[src/hdl/spt_pkg.sv]
// Shared types and constants for the sorted parameter thinning block.
// Holds the controller state encoding, register indexes and reset values.
// No dependencies.
package spt_pkg;

  localparam int MAX_SAMPLES_DEF = 64;
  localparam int VAL_W           = 32;
  localparam int STEP_W          = 16;
  localparam int SCALE_W         = 17;
  localparam int DIVS_W          = 17;
  localparam int CFG_IDX_W       = 2;

  localparam logic [CFG_IDX_W-1:0] CFG_RANGE_LOW  = 2'd0;
  localparam logic [CFG_IDX_W-1:0] CFG_RANGE_HIGH = 2'd1;
  localparam logic [CFG_IDX_W-1:0] CFG_STEP_COUNT = 2'd2;
  localparam logic [CFG_IDX_W-1:0] CFG_SCALE      = 2'd3;

  localparam logic signed [VAL_W-1:0] RANGE_LOW_RST  = 32'sd0;
  localparam logic signed [VAL_W-1:0] RANGE_HIGH_RST = 32'sd65536;
  localparam logic [STEP_W-1:0]       STEP_COUNT_RST = 16'd2;
  localparam logic [SCALE_W-1:0]      SCALE_RST      = 17'd32768;

  typedef enum logic [3:0] {
    ST_IDLE,
    ST_SRCH_RD,
    ST_SRCH_CHK,
    ST_SHIFT_RD,
    ST_SHIFT_WR,
    ST_INSERT,
    ST_GAP_RD,
    ST_GAP_CHK,
    ST_DIV_GO,
    ST_DIV_WAIT,
    ST_TOL,
    ST_EMIT_RD,
    ST_EMIT_CHK,
    ST_EMIT_END
  } spt_state_t;

endpackage

[src/hdl/spt_div.sv]
// Iterative restoring divider, one quotient bit per cycle.
// Used for the mean gap, the half step and the per-sample width.
// Depends on spt_pkg for the default divisor width.
module spt_div
  import spt_pkg::*;
#(
  parameter int DVD_W = 38,
  parameter int DVS_W = DIVS_W
) (
  input  logic             clk,
  input  logic             rst_n,
  input  logic             start,
  input  logic [DVD_W-1:0] dividend,
  input  logic [DVS_W-1:0] divisor,
  output logic             done,
  output logic [DVD_W-1:0] quotient
);

  localparam int CNT_W = $clog2(DVD_W + 1);

  logic [DVS_W-1:0] rem_r;
  logic [DVD_W-1:0] q_r;
  logic [CNT_W-1:0] cnt_r;
  logic             busy_r;
  logic             done_r;
  logic [DVS_W:0]   trial;
  logic             ge;

  // shift in the next dividend bit and try a subtract
  assign trial = {rem_r, q_r[DVD_W-1]};
  assign ge    = trial >= {1'b0, divisor};

  always_ff @(posedge clk) begin
    if (!rst_n) begin
      busy_r <= 1'b0;
      done_r <= 1'b0;
      cnt_r  <= '0;
    end else begin
      done_r <= 1'b0;
      if (start) begin
        q_r    <= dividend;
        rem_r  <= '0;
        cnt_r  <= CNT_W'(DVD_W);
        busy_r <= 1'b1;
      end else if (busy_r) begin
        rem_r <= ge ? DVS_W'(trial - {1'b0, divisor}) : trial[DVS_W-1:0];
        q_r   <= {q_r[DVD_W-2:0], ge};
        cnt_r <= cnt_r - 1'b1;
        if (cnt_r == CNT_W'(1)) begin
          busy_r <= 1'b0;
          done_r <= 1'b1;
        end
      end
    end
  end

  assign done     = done_r;
  assign quotient = q_r;

endmodule

[src/hdl/sorted_param_thinning.sv]
// Sorted parameter thinning: collects a set of Q16.16 values in a sorted
// store and emits a thinned, ascending subset on the last word of a set.
// Depends on spt_pkg and spt_div.
//
// Usage:
//  - in_*: one word per sample value, in_tlast marks the final value of a set.
//  - out_*: one word per kept value, ascending; out_tlast on the final kept
//    value, out_tuser set when a value of that set was dropped (store full).
//  - cfg_*: register writes (range_low, range_high, step_count, scale),
//    always accepted; write only while the block is idle.
// Timing:
//  - Insertion searches the store entry by entry (read state, check state),
//    then shifts the tail entry by entry (read state, write state), as set by
//    the single read port of the memory; no word is accepted until it ends.
//  - On the last word: a gap walk, three divisions on the shared serial
//    divider, one multiply step, then an emission walk over the entries.
// Reset clears the count and drop flag; the memory needs no clearing.
// A stalled receiver holds the emission walk; the output register keeps
// its word until it is taken.
module sorted_param_thinning
  import spt_pkg::*;
#(
  parameter int MAX_SAMPLES = MAX_SAMPLES_DEF
) (
  input  logic                 clk,
  input  logic                 rst_n,
  input  logic                 in_tvalid,
  output logic                 in_tready,
  input  logic [31:0]          in_tdata,   // [31:0] sample_value
  input  logic                 in_tlast,   // last_sample
  output logic                 out_tvalid,
  input  logic                 out_tready,
  output logic [31:0]          out_tdata,  // [31:0] kept_value
  output logic                 out_tlast,  // last_kept
  output logic                 out_tuser,  // [0] overflowed
  input  logic                 cfg_valid,
  output logic                 cfg_ready,
  input  logic [CFG_IDX_W-1:0] cfg_index,
  input  logic [31:0]          cfg_data
);

  localparam int AW = $clog2(MAX_SAMPLES);
  localparam int CW = $clog2(MAX_SAMPLES + 1);
  localparam int SW = VAL_W + AW;
  localparam int PW = VAL_W + SCALE_W;
  localparam int TW = PW - 16;

  // value memory
  logic signed [VAL_W-1:0] mem [MAX_SAMPLES];
  logic signed [VAL_W-1:0] rdata_r;
  logic [AW-1:0]           raddr;
  logic [AW-1:0]           waddr;
  logic signed [VAL_W-1:0] wdata;
  logic                    we;

  // configuration
  logic signed [VAL_W-1:0] range_low_r, range_high_r;
  logic [STEP_W-1:0]       step_count_r;
  logic [SCALE_W-1:0]      scale_r;

  // control and datapath
  spt_state_t              state_r, state_nxt;
  logic [CW-1:0]           count_r, count_nxt;
  logic                    drop_r, drop_nxt;
  logic signed [VAL_W-1:0] v_r, v_nxt;
  logic                    last_r, last_nxt;
  logic [CW-1:0]           idx_r, idx_nxt;
  logic [CW-1:0]           pos_r, pos_nxt;
  logic [SW-1:0]           sum_r, sum_nxt;
  logic [CW-1:0]           gaps_r, gaps_nxt;
  logic signed [VAL_W-1:0] prev_r, prev_nxt;
  logic [1:0]              dph_r, dph_nxt;
  logic [VAL_W-1:0]        mean_r, mean_nxt;
  logic [VAL_W-1:0]        half_r, half_nxt;
  logic [VAL_W-1:0]        std_r, std_nxt;
  logic [TW-1:0]           tol_r, tol_nxt;
  logic                    pend_valid_r, pend_valid_nxt;
  logic signed [VAL_W-1:0] pend_r, pend_nxt;
  logic                    out_valid_r, out_valid_nxt;
  logic signed [VAL_W-1:0] out_val_r, out_val_nxt;
  logic                    out_last_r, out_last_nxt;
  logic                    out_ovf_r, out_ovf_nxt;

  // divider
  logic                    div_start;
  logic [SW-1:0]           div_dvd;
  logic [DIVS_W-1:0]       div_dvs;
  logic                    div_done;
  logic [SW-1:0]           div_q;

  logic signed [VAL_W:0]   range_d;
  logic [VAL_W-1:0]        width;
  logic [STEP_W-1:0]       steps;
  logic [VAL_W-1:0]        step_max;
  logic [VAL_W:0]          gap;
  logic [VAL_W:0]          kept_gap;
  logic [PW-1:0]           prod;
  logic                    out_free;
  logic                    keep;

  // range width, step count clamp and shared arithmetic
  assign range_d  = {range_high_r[VAL_W-1], range_high_r}
                  - {range_low_r[VAL_W-1], range_low_r};
  assign width    = range_d[VAL_W] ? VAL_W'(-range_d) : range_d[VAL_W-1:0];
  assign steps    = (step_count_r == '0) ? STEP_W'(1) : step_count_r;
  assign step_max = (mean_r > half_r) ? mean_r : half_r;
  assign gap      = {rdata_r[VAL_W-1], rdata_r} - {prev_r[VAL_W-1], prev_r};
  assign kept_gap = {rdata_r[VAL_W-1], rdata_r} - {pend_r[VAL_W-1], pend_r};
  assign prod     = PW'(std_r) * PW'(scale_r);
  assign out_free = !out_valid_r || out_tready;
  assign keep     = !pend_valid_r || (TW'(kept_gap) > tol_r);

  // pick the divide operands for the current phase
  always_comb begin
    case (dph_r)
      2'd0: begin
        div_dvd = (gaps_r == '0) ? '0 : sum_r;
        div_dvs = (gaps_r == '0) ? DIVS_W'(1) : DIVS_W'(gaps_r);
      end
      2'd1: begin
        div_dvd = SW'(width);
        div_dvs = {steps, 1'b0};
      end
      default: begin
        div_dvd = SW'(width);
        div_dvs = DIVS_W'(count_r);
      end
    endcase
  end

  spt_div #(
    .DVD_W(SW),
    .DVS_W(DIVS_W)
  ) u_div (
    .clk     (clk),
    .rst_n   (rst_n),
    .start   (div_start),
    .dividend(div_dvd),
    .divisor (div_dvs),
    .done    (div_done),
    .quotient(div_q)
  );

  // next state and datapath
  always_comb begin
    state_nxt      = state_r;
    count_nxt      = count_r;
    drop_nxt       = drop_r;
    v_nxt          = v_r;
    last_nxt       = last_r;
    idx_nxt        = idx_r;
    pos_nxt        = pos_r;
    sum_nxt        = sum_r;
    gaps_nxt       = gaps_r;
    prev_nxt       = prev_r;
    dph_nxt        = dph_r;
    mean_nxt       = mean_r;
    half_nxt       = half_r;
    std_nxt        = std_r;
    tol_nxt        = tol_r;
    pend_valid_nxt = pend_valid_r;
    pend_nxt       = pend_r;
    out_valid_nxt  = out_valid_r && !out_tready;
    out_val_nxt    = out_val_r;
    out_last_nxt   = out_last_r;
    out_ovf_nxt    = out_ovf_r;
    case (state_r)
      ST_IDLE: begin
        if (in_tvalid) begin
          v_nxt    = in_tdata;
          last_nxt = in_tlast;
          idx_nxt  = '0;
          pos_nxt  = '0;
          state_nxt = (count_r == '0) ? ST_INSERT : ST_SRCH_RD;
        end
      end
      ST_SRCH_RD: state_nxt = ST_SRCH_CHK;
      ST_SRCH_CHK: begin
        if (rdata_r == v_r) begin
          // duplicate: ignore it
          state_nxt = last_r ? ST_GAP_RD : ST_IDLE;
          idx_nxt   = '0;
        end else if (rdata_r > v_r || idx_r + 1'b1 == count_r) begin
          pos_nxt = (rdata_r > v_r) ? idx_r : count_r;
          idx_nxt = count_r;
          if (count_r == CW'(MAX_SAMPLES)) begin
            drop_nxt  = 1'b1;
            state_nxt = last_r ? ST_GAP_RD : ST_IDLE;
            idx_nxt   = '0;
          end else if (count_r == ((rdata_r > v_r) ? idx_r : count_r)) begin
            state_nxt = ST_INSERT;
          end else begin
            state_nxt = ST_SHIFT_RD;
          end
        end else begin
          idx_nxt   = idx_r + 1'b1;
          state_nxt = ST_SRCH_RD;
        end
      end
      ST_SHIFT_RD: state_nxt = ST_SHIFT_WR;
      ST_SHIFT_WR: begin
        idx_nxt   = idx_r - 1'b1;
        state_nxt = (idx_r - 1'b1 == pos_r) ? ST_INSERT : ST_SHIFT_RD;
      end
      ST_INSERT: begin
        count_nxt = count_r + 1'b1;
        idx_nxt   = '0;
        state_nxt = last_r ? ST_GAP_RD : ST_IDLE;
      end
      ST_GAP_RD: begin
        if (idx_r == '0) begin
          sum_nxt  = '0;
          gaps_nxt = '0;
        end
        state_nxt = ST_GAP_CHK;
      end
      ST_GAP_CHK: begin
        if (idx_r != '0 && gap != '0) begin
          sum_nxt  = sum_r + SW'(gap);
          gaps_nxt = gaps_r + 1'b1;
        end
        prev_nxt = rdata_r;
        idx_nxt  = idx_r + 1'b1;
        dph_nxt  = '0;
        state_nxt = (idx_r + 1'b1 == count_r) ? ST_DIV_GO : ST_GAP_RD;
      end
      ST_DIV_GO: state_nxt = ST_DIV_WAIT;
      ST_DIV_WAIT: begin
        if (div_done) begin
          case (dph_r)
            2'd0: begin
              mean_nxt  = div_q[VAL_W-1:0];
              dph_nxt   = 2'd1;
              state_nxt = ST_DIV_GO;
            end
            2'd1: begin
              half_nxt  = div_q[VAL_W-1:0];
              dph_nxt   = 2'd2;
              state_nxt = ST_DIV_GO;
            end
            default: begin
              std_nxt   = (div_q[VAL_W-1:0] > step_max) ? div_q[VAL_W-1:0] : step_max;
              state_nxt = ST_TOL;
            end
          endcase
        end
      end
      ST_TOL: begin
        tol_nxt        = prod[PW-1:16];
        idx_nxt        = '0;
        pend_valid_nxt = 1'b0;
        state_nxt      = ST_EMIT_RD;
      end
      ST_EMIT_RD: state_nxt = ST_EMIT_CHK;
      ST_EMIT_CHK: begin
        if (keep && pend_valid_r && !out_free) begin
          state_nxt = ST_EMIT_CHK;
        end else begin
          if (keep) begin
            if (pend_valid_r) begin
              out_valid_nxt = 1'b1;
              out_val_nxt   = pend_r;
              out_last_nxt  = 1'b0;
              out_ovf_nxt   = drop_r;
            end
            pend_valid_nxt = 1'b1;
            pend_nxt       = rdata_r;
          end
          idx_nxt   = idx_r + 1'b1;
          state_nxt = (idx_r + 1'b1 == count_r) ? ST_EMIT_END : ST_EMIT_RD;
        end
      end
      ST_EMIT_END: begin
        if (out_free) begin
          out_valid_nxt  = 1'b1;
          out_val_nxt    = pend_r;
          out_last_nxt   = 1'b1;
          out_ovf_nxt    = drop_r;
          pend_valid_nxt = 1'b0;
          count_nxt      = '0;
          drop_nxt       = 1'b0;
          state_nxt      = ST_IDLE;
        end
      end
      default: state_nxt = ST_IDLE;
    endcase
  end

  // memory ports and handshake outputs
  always_comb begin
    raddr     = idx_r[AW-1:0];
    waddr     = idx_r[AW-1:0];
    wdata     = rdata_r;
    we        = 1'b0;
    div_start = 1'b0;
    case (state_r)
      ST_SHIFT_RD: raddr = AW'(idx_r - 1'b1);
      ST_SHIFT_WR: we = 1'b1;
      ST_INSERT: begin
        we    = 1'b1;
        waddr = pos_r[AW-1:0];
        wdata = v_r;
      end
      ST_DIV_GO: div_start = 1'b1;
      default: ;
    endcase
  end

  assign in_tready  = (state_r == ST_IDLE);
  assign cfg_ready  = 1'b1;
  assign out_tvalid = out_valid_r;
  assign out_tdata  = out_val_r;
  assign out_tlast  = out_last_r;
  assign out_tuser  = out_ovf_r;

  // value memory: one write, one registered read
  always_ff @(posedge clk) begin
    if (we) begin
      mem[waddr] <= wdata;
    end
    rdata_r <= mem[raddr];
  end

  // configuration registers
  always_ff @(posedge clk) begin
    if (!rst_n) begin
      range_low_r  <= RANGE_LOW_RST;
      range_high_r <= RANGE_HIGH_RST;
      step_count_r <= STEP_COUNT_RST;
      scale_r      <= SCALE_RST;
    end else if (cfg_valid) begin
      case (cfg_index)
        CFG_RANGE_LOW:  range_low_r  <= cfg_data;
        CFG_RANGE_HIGH: range_high_r <= cfg_data;
        CFG_STEP_COUNT: step_count_r <= cfg_data[STEP_W-1:0];
        CFG_SCALE:      scale_r      <= cfg_data[SCALE_W-1:0];
        default: ;
      endcase
    end
  end

  // control registers
  always_ff @(posedge clk) begin
    if (!rst_n) begin
      state_r      <= ST_IDLE;
      count_r      <= '0;
      drop_r       <= 1'b0;
      pend_valid_r <= 1'b0;
      out_valid_r  <= 1'b0;
      dph_r        <= '0;
    end else begin
      state_r      <= state_nxt;
      count_r      <= count_nxt;
      drop_r       <= drop_nxt;
      pend_valid_r <= pend_valid_nxt;
      out_valid_r  <= out_valid_nxt;
      dph_r        <= dph_nxt;
    end
  end

  // payload registers
  always_ff @(posedge clk) begin
    v_r        <= v_nxt;
    last_r     <= last_nxt;
    idx_r      <= idx_nxt;
    pos_r      <= pos_nxt;
    sum_r      <= sum_nxt;
    gaps_r     <= gaps_nxt;
    prev_r     <= prev_nxt;
    mean_r     <= mean_nxt;
    half_r     <= half_nxt;
    std_r      <= std_nxt;
    tol_r      <= tol_nxt;
    pend_r     <= pend_nxt;
    out_val_r  <= out_val_nxt;
    out_last_r <= out_last_nxt;
    out_ovf_r  <= out_ovf_nxt;
  end

`ifndef SYNTHESIS
  a_count_bound: assert property (@(posedge clk) disable iff (!rst_n)
    count_r <= CW'(MAX_SAMPLES))
    else $error("sample count above capacity");

  a_drop_full: assert property (@(posedge clk) disable iff (!rst_n)
    drop_r |-> count_r == CW'(MAX_SAMPLES))
    else $error("drop flag set with free store space");

  a_emit_no_write: assert property (@(posedge clk) disable iff (!rst_n)
    (state_r == ST_EMIT_CHK || state_r == ST_GAP_CHK) |-> !we)
    else $error("store written during a walk");

  a_push_frees: assert property (@(posedge clk) disable iff (!rst_n)
    (state_r == ST_EMIT_END && out_free) |=> out_valid_r && out_last_r)
    else $error("final kept word not issued");
`endif

endmodule

[config.mk]
export PLATFORM = sky130hd
export DESIGN_NAME = sorted_param_thinning
export DESIGN_NICKNAME = d
export VERILOG_FILES = /design/src/hdl/spt_pkg.sv /design/src/hdl/spt_div.sv /design/src/hdl/sorted_param_thinning.sv
export SDC_FILE = /design/constraint.sdc
export NUM_CORES = 2
export LEC_CHECK = 0
export ABC_AREA = 1
export BUFFER_PORTS_ARGS = -buffer_cell sky130_fd_sc_hd__buf_2
export CAP_MARGIN = 20
export CORE_MARGIN = 5
export CORE_UTILIZATION = 32
export CTS_CLUSTER_DIAMETER = 200
export DETAILED_ROUTE_END_ITERATION = 10
export SETUP_SLACK_MARGIN = 0.02
export SLEW_MARGIN = 20
export SYNTH_ARGS = -nofsm -noshare
export SYNTH_HDL_FRONTEND = slang
export SYNTH_SLANG_ARGS = --single-unit
[constraint.sdc]
create_clock -name clk -period 6.3 [get_ports clk]
set_clock_uncertainty 0.1 [all_clocks]
set_input_delay 1.26 -clock clk [delete_from_list [all_inputs] [get_ports clk]]
set_output_delay 1.26 -clock clk [all_outputs]
set_load 0.01 [all_outputs]
==> impl_metrics.env <==
export IMPL_synth_yosys_seq_area_share_pct=58.5
export IMPL_yosys_top_cells_area="edfxtp_1 56%, fa_1 7.0%, o21ai_0 5.7%"
export IMPL_cts_buffers=285
export IMPL_viasPerCell=5.20
export IMPL_die_height_um=646
export IMPL_num_vias=92600
export IMPL_yosys_cell_types_count=65
export IMPL_cts_tree="built"
export IMPL_io_pins=109
export IMPL_fin_util_pct=36.7
export IMPL_yosysTopAreaCellShare_pct=56.2
export IMPL_clk_pin_slew_ns=0.06
export IMPL_crit_arrival_ns=6.68
export IMPL_firstDrtPassIters=6
export IMPL_end_kind="flip-flop"
export IMPL_peakVddDrop_v=0.000452
export IMPL_worstPathRequired_ns=6.77
export IMPL_rsz0062_at_grt="true"
export IMPL_grt_use_total_pct=18.1
export IMPL_startpoint_type="flip-flop"
export IMPL_final_hold_viol_count=0
export IMPL_period_share_pct=98.6
export IMPL_yosysTopAreaCell="edfxtp_1"
export IMPL_routed_wl_um=390000
export IMPL_antenna_found_initial=24
export IMPL_crit_type="flip-flop to flip-flop"
export IMPL_final_nets=13100
export IMPL_clk_latency_ns=0.88
export IMPL_ys_async_sr_fraction_pct=0
export IMPL_drive_gt1_share_pct=8.71
export IMPL_clockRootBuffer="clkbuf_16"
export IMPL_status="finished clean"
export IMPL_dp_hpwl_um=251000
export IMPL_fmaxAchievable_ghz=0.161
export IMPL_fillers=39600
export IMPL_slew_headroom_pct=20.6
export IMPL_grt_overflow=0
export IMPL_gp_congestion=0.904
export IMPL_grt_pass1_wl_um=578000
export IMPL_ys_flop_type="edfxtp_1"
export IMPL_fin_area_um2=148000
export IMPL_synth_edf_count=2422
export IMPL_synth_most_common_cell="edfxtp_1"
export IMPL_setup_viol=0
export IMPL_leakage_nw=55.0
export IMPL_core_area_um2=403000
export IMPL_netlist_top_cells_count="2,422 x edfxtp_1, 1,769 x nor2_1, 1,480 x o21ai_0, 1,431 x nand2_1, 1,253 x inv_1"
export IMPL_h_tree_depth=5
export IMPL_dpl_instance_area_um2=139000
export IMPL_syn_inst=12100
export IMPL_area_growth_pct=14.0
export IMPL_core_rowCount=233
export IMPL_dieWidth_um=646
export IMPL_clk_path_buf_depth=4
export IMPL_start_util_pct=32.1
export IMPL_grt_pass1_vias=87700
export IMPL_netlist_area_um2=130000
export IMPL_grt_max_degree=170
export IMPL_cts_sinks=2575
export IMPL_yosysWarnings=0
export IMPL_post_drt_wl_per_cell_um=21.9
export IMPL_first_iter_violations=10300
export IMPL_worst_pin_slew_ns=1.18
export IMPL_drcViolationCount=0
export IMPL_port_buffers=107
export IMPL_cp_max_fo=5
export IMPL_synth_nets=13000
export IMPL_dieArea_um2=418000
export IMPL_min_period_ns=6.21
export IMPL_postRouteAntennaNets=0
export IMPL_drv_slew=0
export IMPL_syn_avg_cell_area_um2=10.7
export IMPL_maxCapViolations=0
export IMPL_power_density_nw_per_um2=458
export IMPL_synth_seq_cells=2575
export IMPL_hp_class="flip-flop to flip-flop"
worst paths after layout:
kind | from | to | slack, ns | cells past startpoint
setup / recovery | std_r[7]$_DFFE_PP_ | tol_r[30]$_DFFE_PP_ | 0.09 | 27
hold / removal | drop_r$_SDFFE_PN0P_ | out_tuser$_DFFE_PP_ | 0.36 | 0
setup reg to reg | std_r[7]$_DFFE_PP_ | tol_r[30]$_DFFE_PP_ | 0.09 | 27
hold reg to reg | drop_r$_SDFFE_PN0P_ | out_tuser$_DFFE_PP_ | 0.36 | 0
cell families after synthesis:
family | Yosys count | synth area share (%)
buf+inv | 1928 | 5.84
xor+xnor | 153 | 1.03
flops | 2575 | 58.5
other cells | 1 | 0.00290
compound gates | 2986 | 12.8
simple gates | 3579 | 10.9
fa+ha+maj | 858 | 10.9
layout make-up:
type                    count  area [um2]  area share (%)
diodes                      5        12.5         0.00847
inverters                1267        4810            3.25
flip-flops and latches   2575       75800            51.3
clock buffers             346        7550            5.11
clock inverters           149        1180           0.802
multi-input cells        7577       47400            32.1
repair buffers            503        4240            2.87
well taps                5405        6760            4.58
per-layer routing:
| layer | share of wire (%) | vias up | track usage (%) |
|---|---|---|---|
| li1 | - | 42300 | - |
| met1 | 43 | 46000 | 25.3 |
| met2 | 45 | 3719 | 28.7 |
| met3 | 8.0 | 632 | 2.58 |
| met4 | 3.8 | 8 | 6.17 |
| met5 | 0.015 | - | 0 |
report_power, final:
| part | leakage, nW | total, mW | switching (mW) | internal [mW] |
|---|---|---|---|---|
| logic | 27.6 | 29.4 | 21.6 | 7.87 |
| registers | 23.1 | 22.4 | 0.332 | 22.0 |
| clock network | 4.26 | 15.9 | 6.82 | 9.09 |
metrics by stage:
| stage | hold slack, ns | setup WS (ns) | std cells | TNS (ns) | power, mW |
|---|---|---|---|---|---|
| 4_1_cts | 0.358 | 0.0278 | 17800 | 0 | 67.3 |
| 3_3_place_gp | 0.337 | 0.0441 | 17300 | 0 | 51.2 |
| 6_report | 0.361 | 0.0912 | 17800 | 0 | 67.7 |
| 3_5_place_dp | 0.341 | -0.000477 | 17300 | -0.000477 | 51.3 |
| 5_1_grt | 0.366 | -0.0994 | 17800 | -0.606 | 71.1 |
| 2_1_floorplan | 0.308 | 0.328 | 12100 | 0 | 40.3 |
what timing repair did:
item,CTS,global route
pin swaps,0,17
setup endpoints to repair,2,19
buffers inserted,2,11
gates resized for setup,2,48
gates cloned,0,1
endpoints found under the hold margin,0,0
hold buffers,0,0
worst max-delay path, stage by stage (launching register included):
cell and delay, ns:
edfxtp_1 0.50, buf_2 0.22, nand2_1 0.07, inv_1 0.05, fa_1 0.55, fa_1 0.43, fa_1 0.56, fa_1 0.45
fa_1 0.53, inv_1 0.06, fa_1 0.47, inv_1 0.04, ha_1 0.29, buf_4 0.16, nand2_1 0.08, nor2_1 0.05
inv_1 0.07, nor2_1 0.04, inv_1 0.08, o221ai_2 0.10, a21o_1 0.19, nand2_1 0.07, o211ai_1 0.20, and2_4 0.25
o21bai_4 0.14, nand2_1 0.07, nand2_1 0.07, nand2_1 0.06
sequential cells by signal (all words and copies together), names as in the netlist, 16 cells and up:
| register | flops |
|---|---|
| half_r | 32 |
| mean_r | 32 |
| mem | 2048 |
| out_tdata | 32 |
| pend_r | 32 |
| prev_r | 32 |
| range_high_r | 32 |
| range_low_r | 32 |
| rdata_r | 32 |
| scale_r | 17 |
| std_r | 32 |
| step_count_r | 16 |
| sum_r | 38 |
| tol_r | 33 |
| u_div.quotient | 38 |
| u_div.rem_r | 17 |
| v_r | 32 |
cell usage in the layout (no fill, tap or decap), types with 44 or more instances in the layout:
cell,synthesis,routed
o21ai_0,1480,1442
a21oi_1,452,436
clkbuf_16,0,292
o22ai_1,515,515
xor2_1,109,109
nor2_1,1769,1695
nor2_4,1,71
clkinv_1,5,63
nand4_1,59,59
inv_1,1253,1249
nand2_1,1431,1424
clkbuf_1,488,50
o21ai_1,219,223
dfxtp_1,153,151
nand3_1,204,203
buf_4,26,335
fa_1,452,451
buf_2,134,108
edfxtp_1,2422,2422
xnor2_1,44,44
o221ai_1,142,141
nor3_1,61,61
buf_12,0,53
ha_1,406,398
Power figures use the tool's default switching activity.
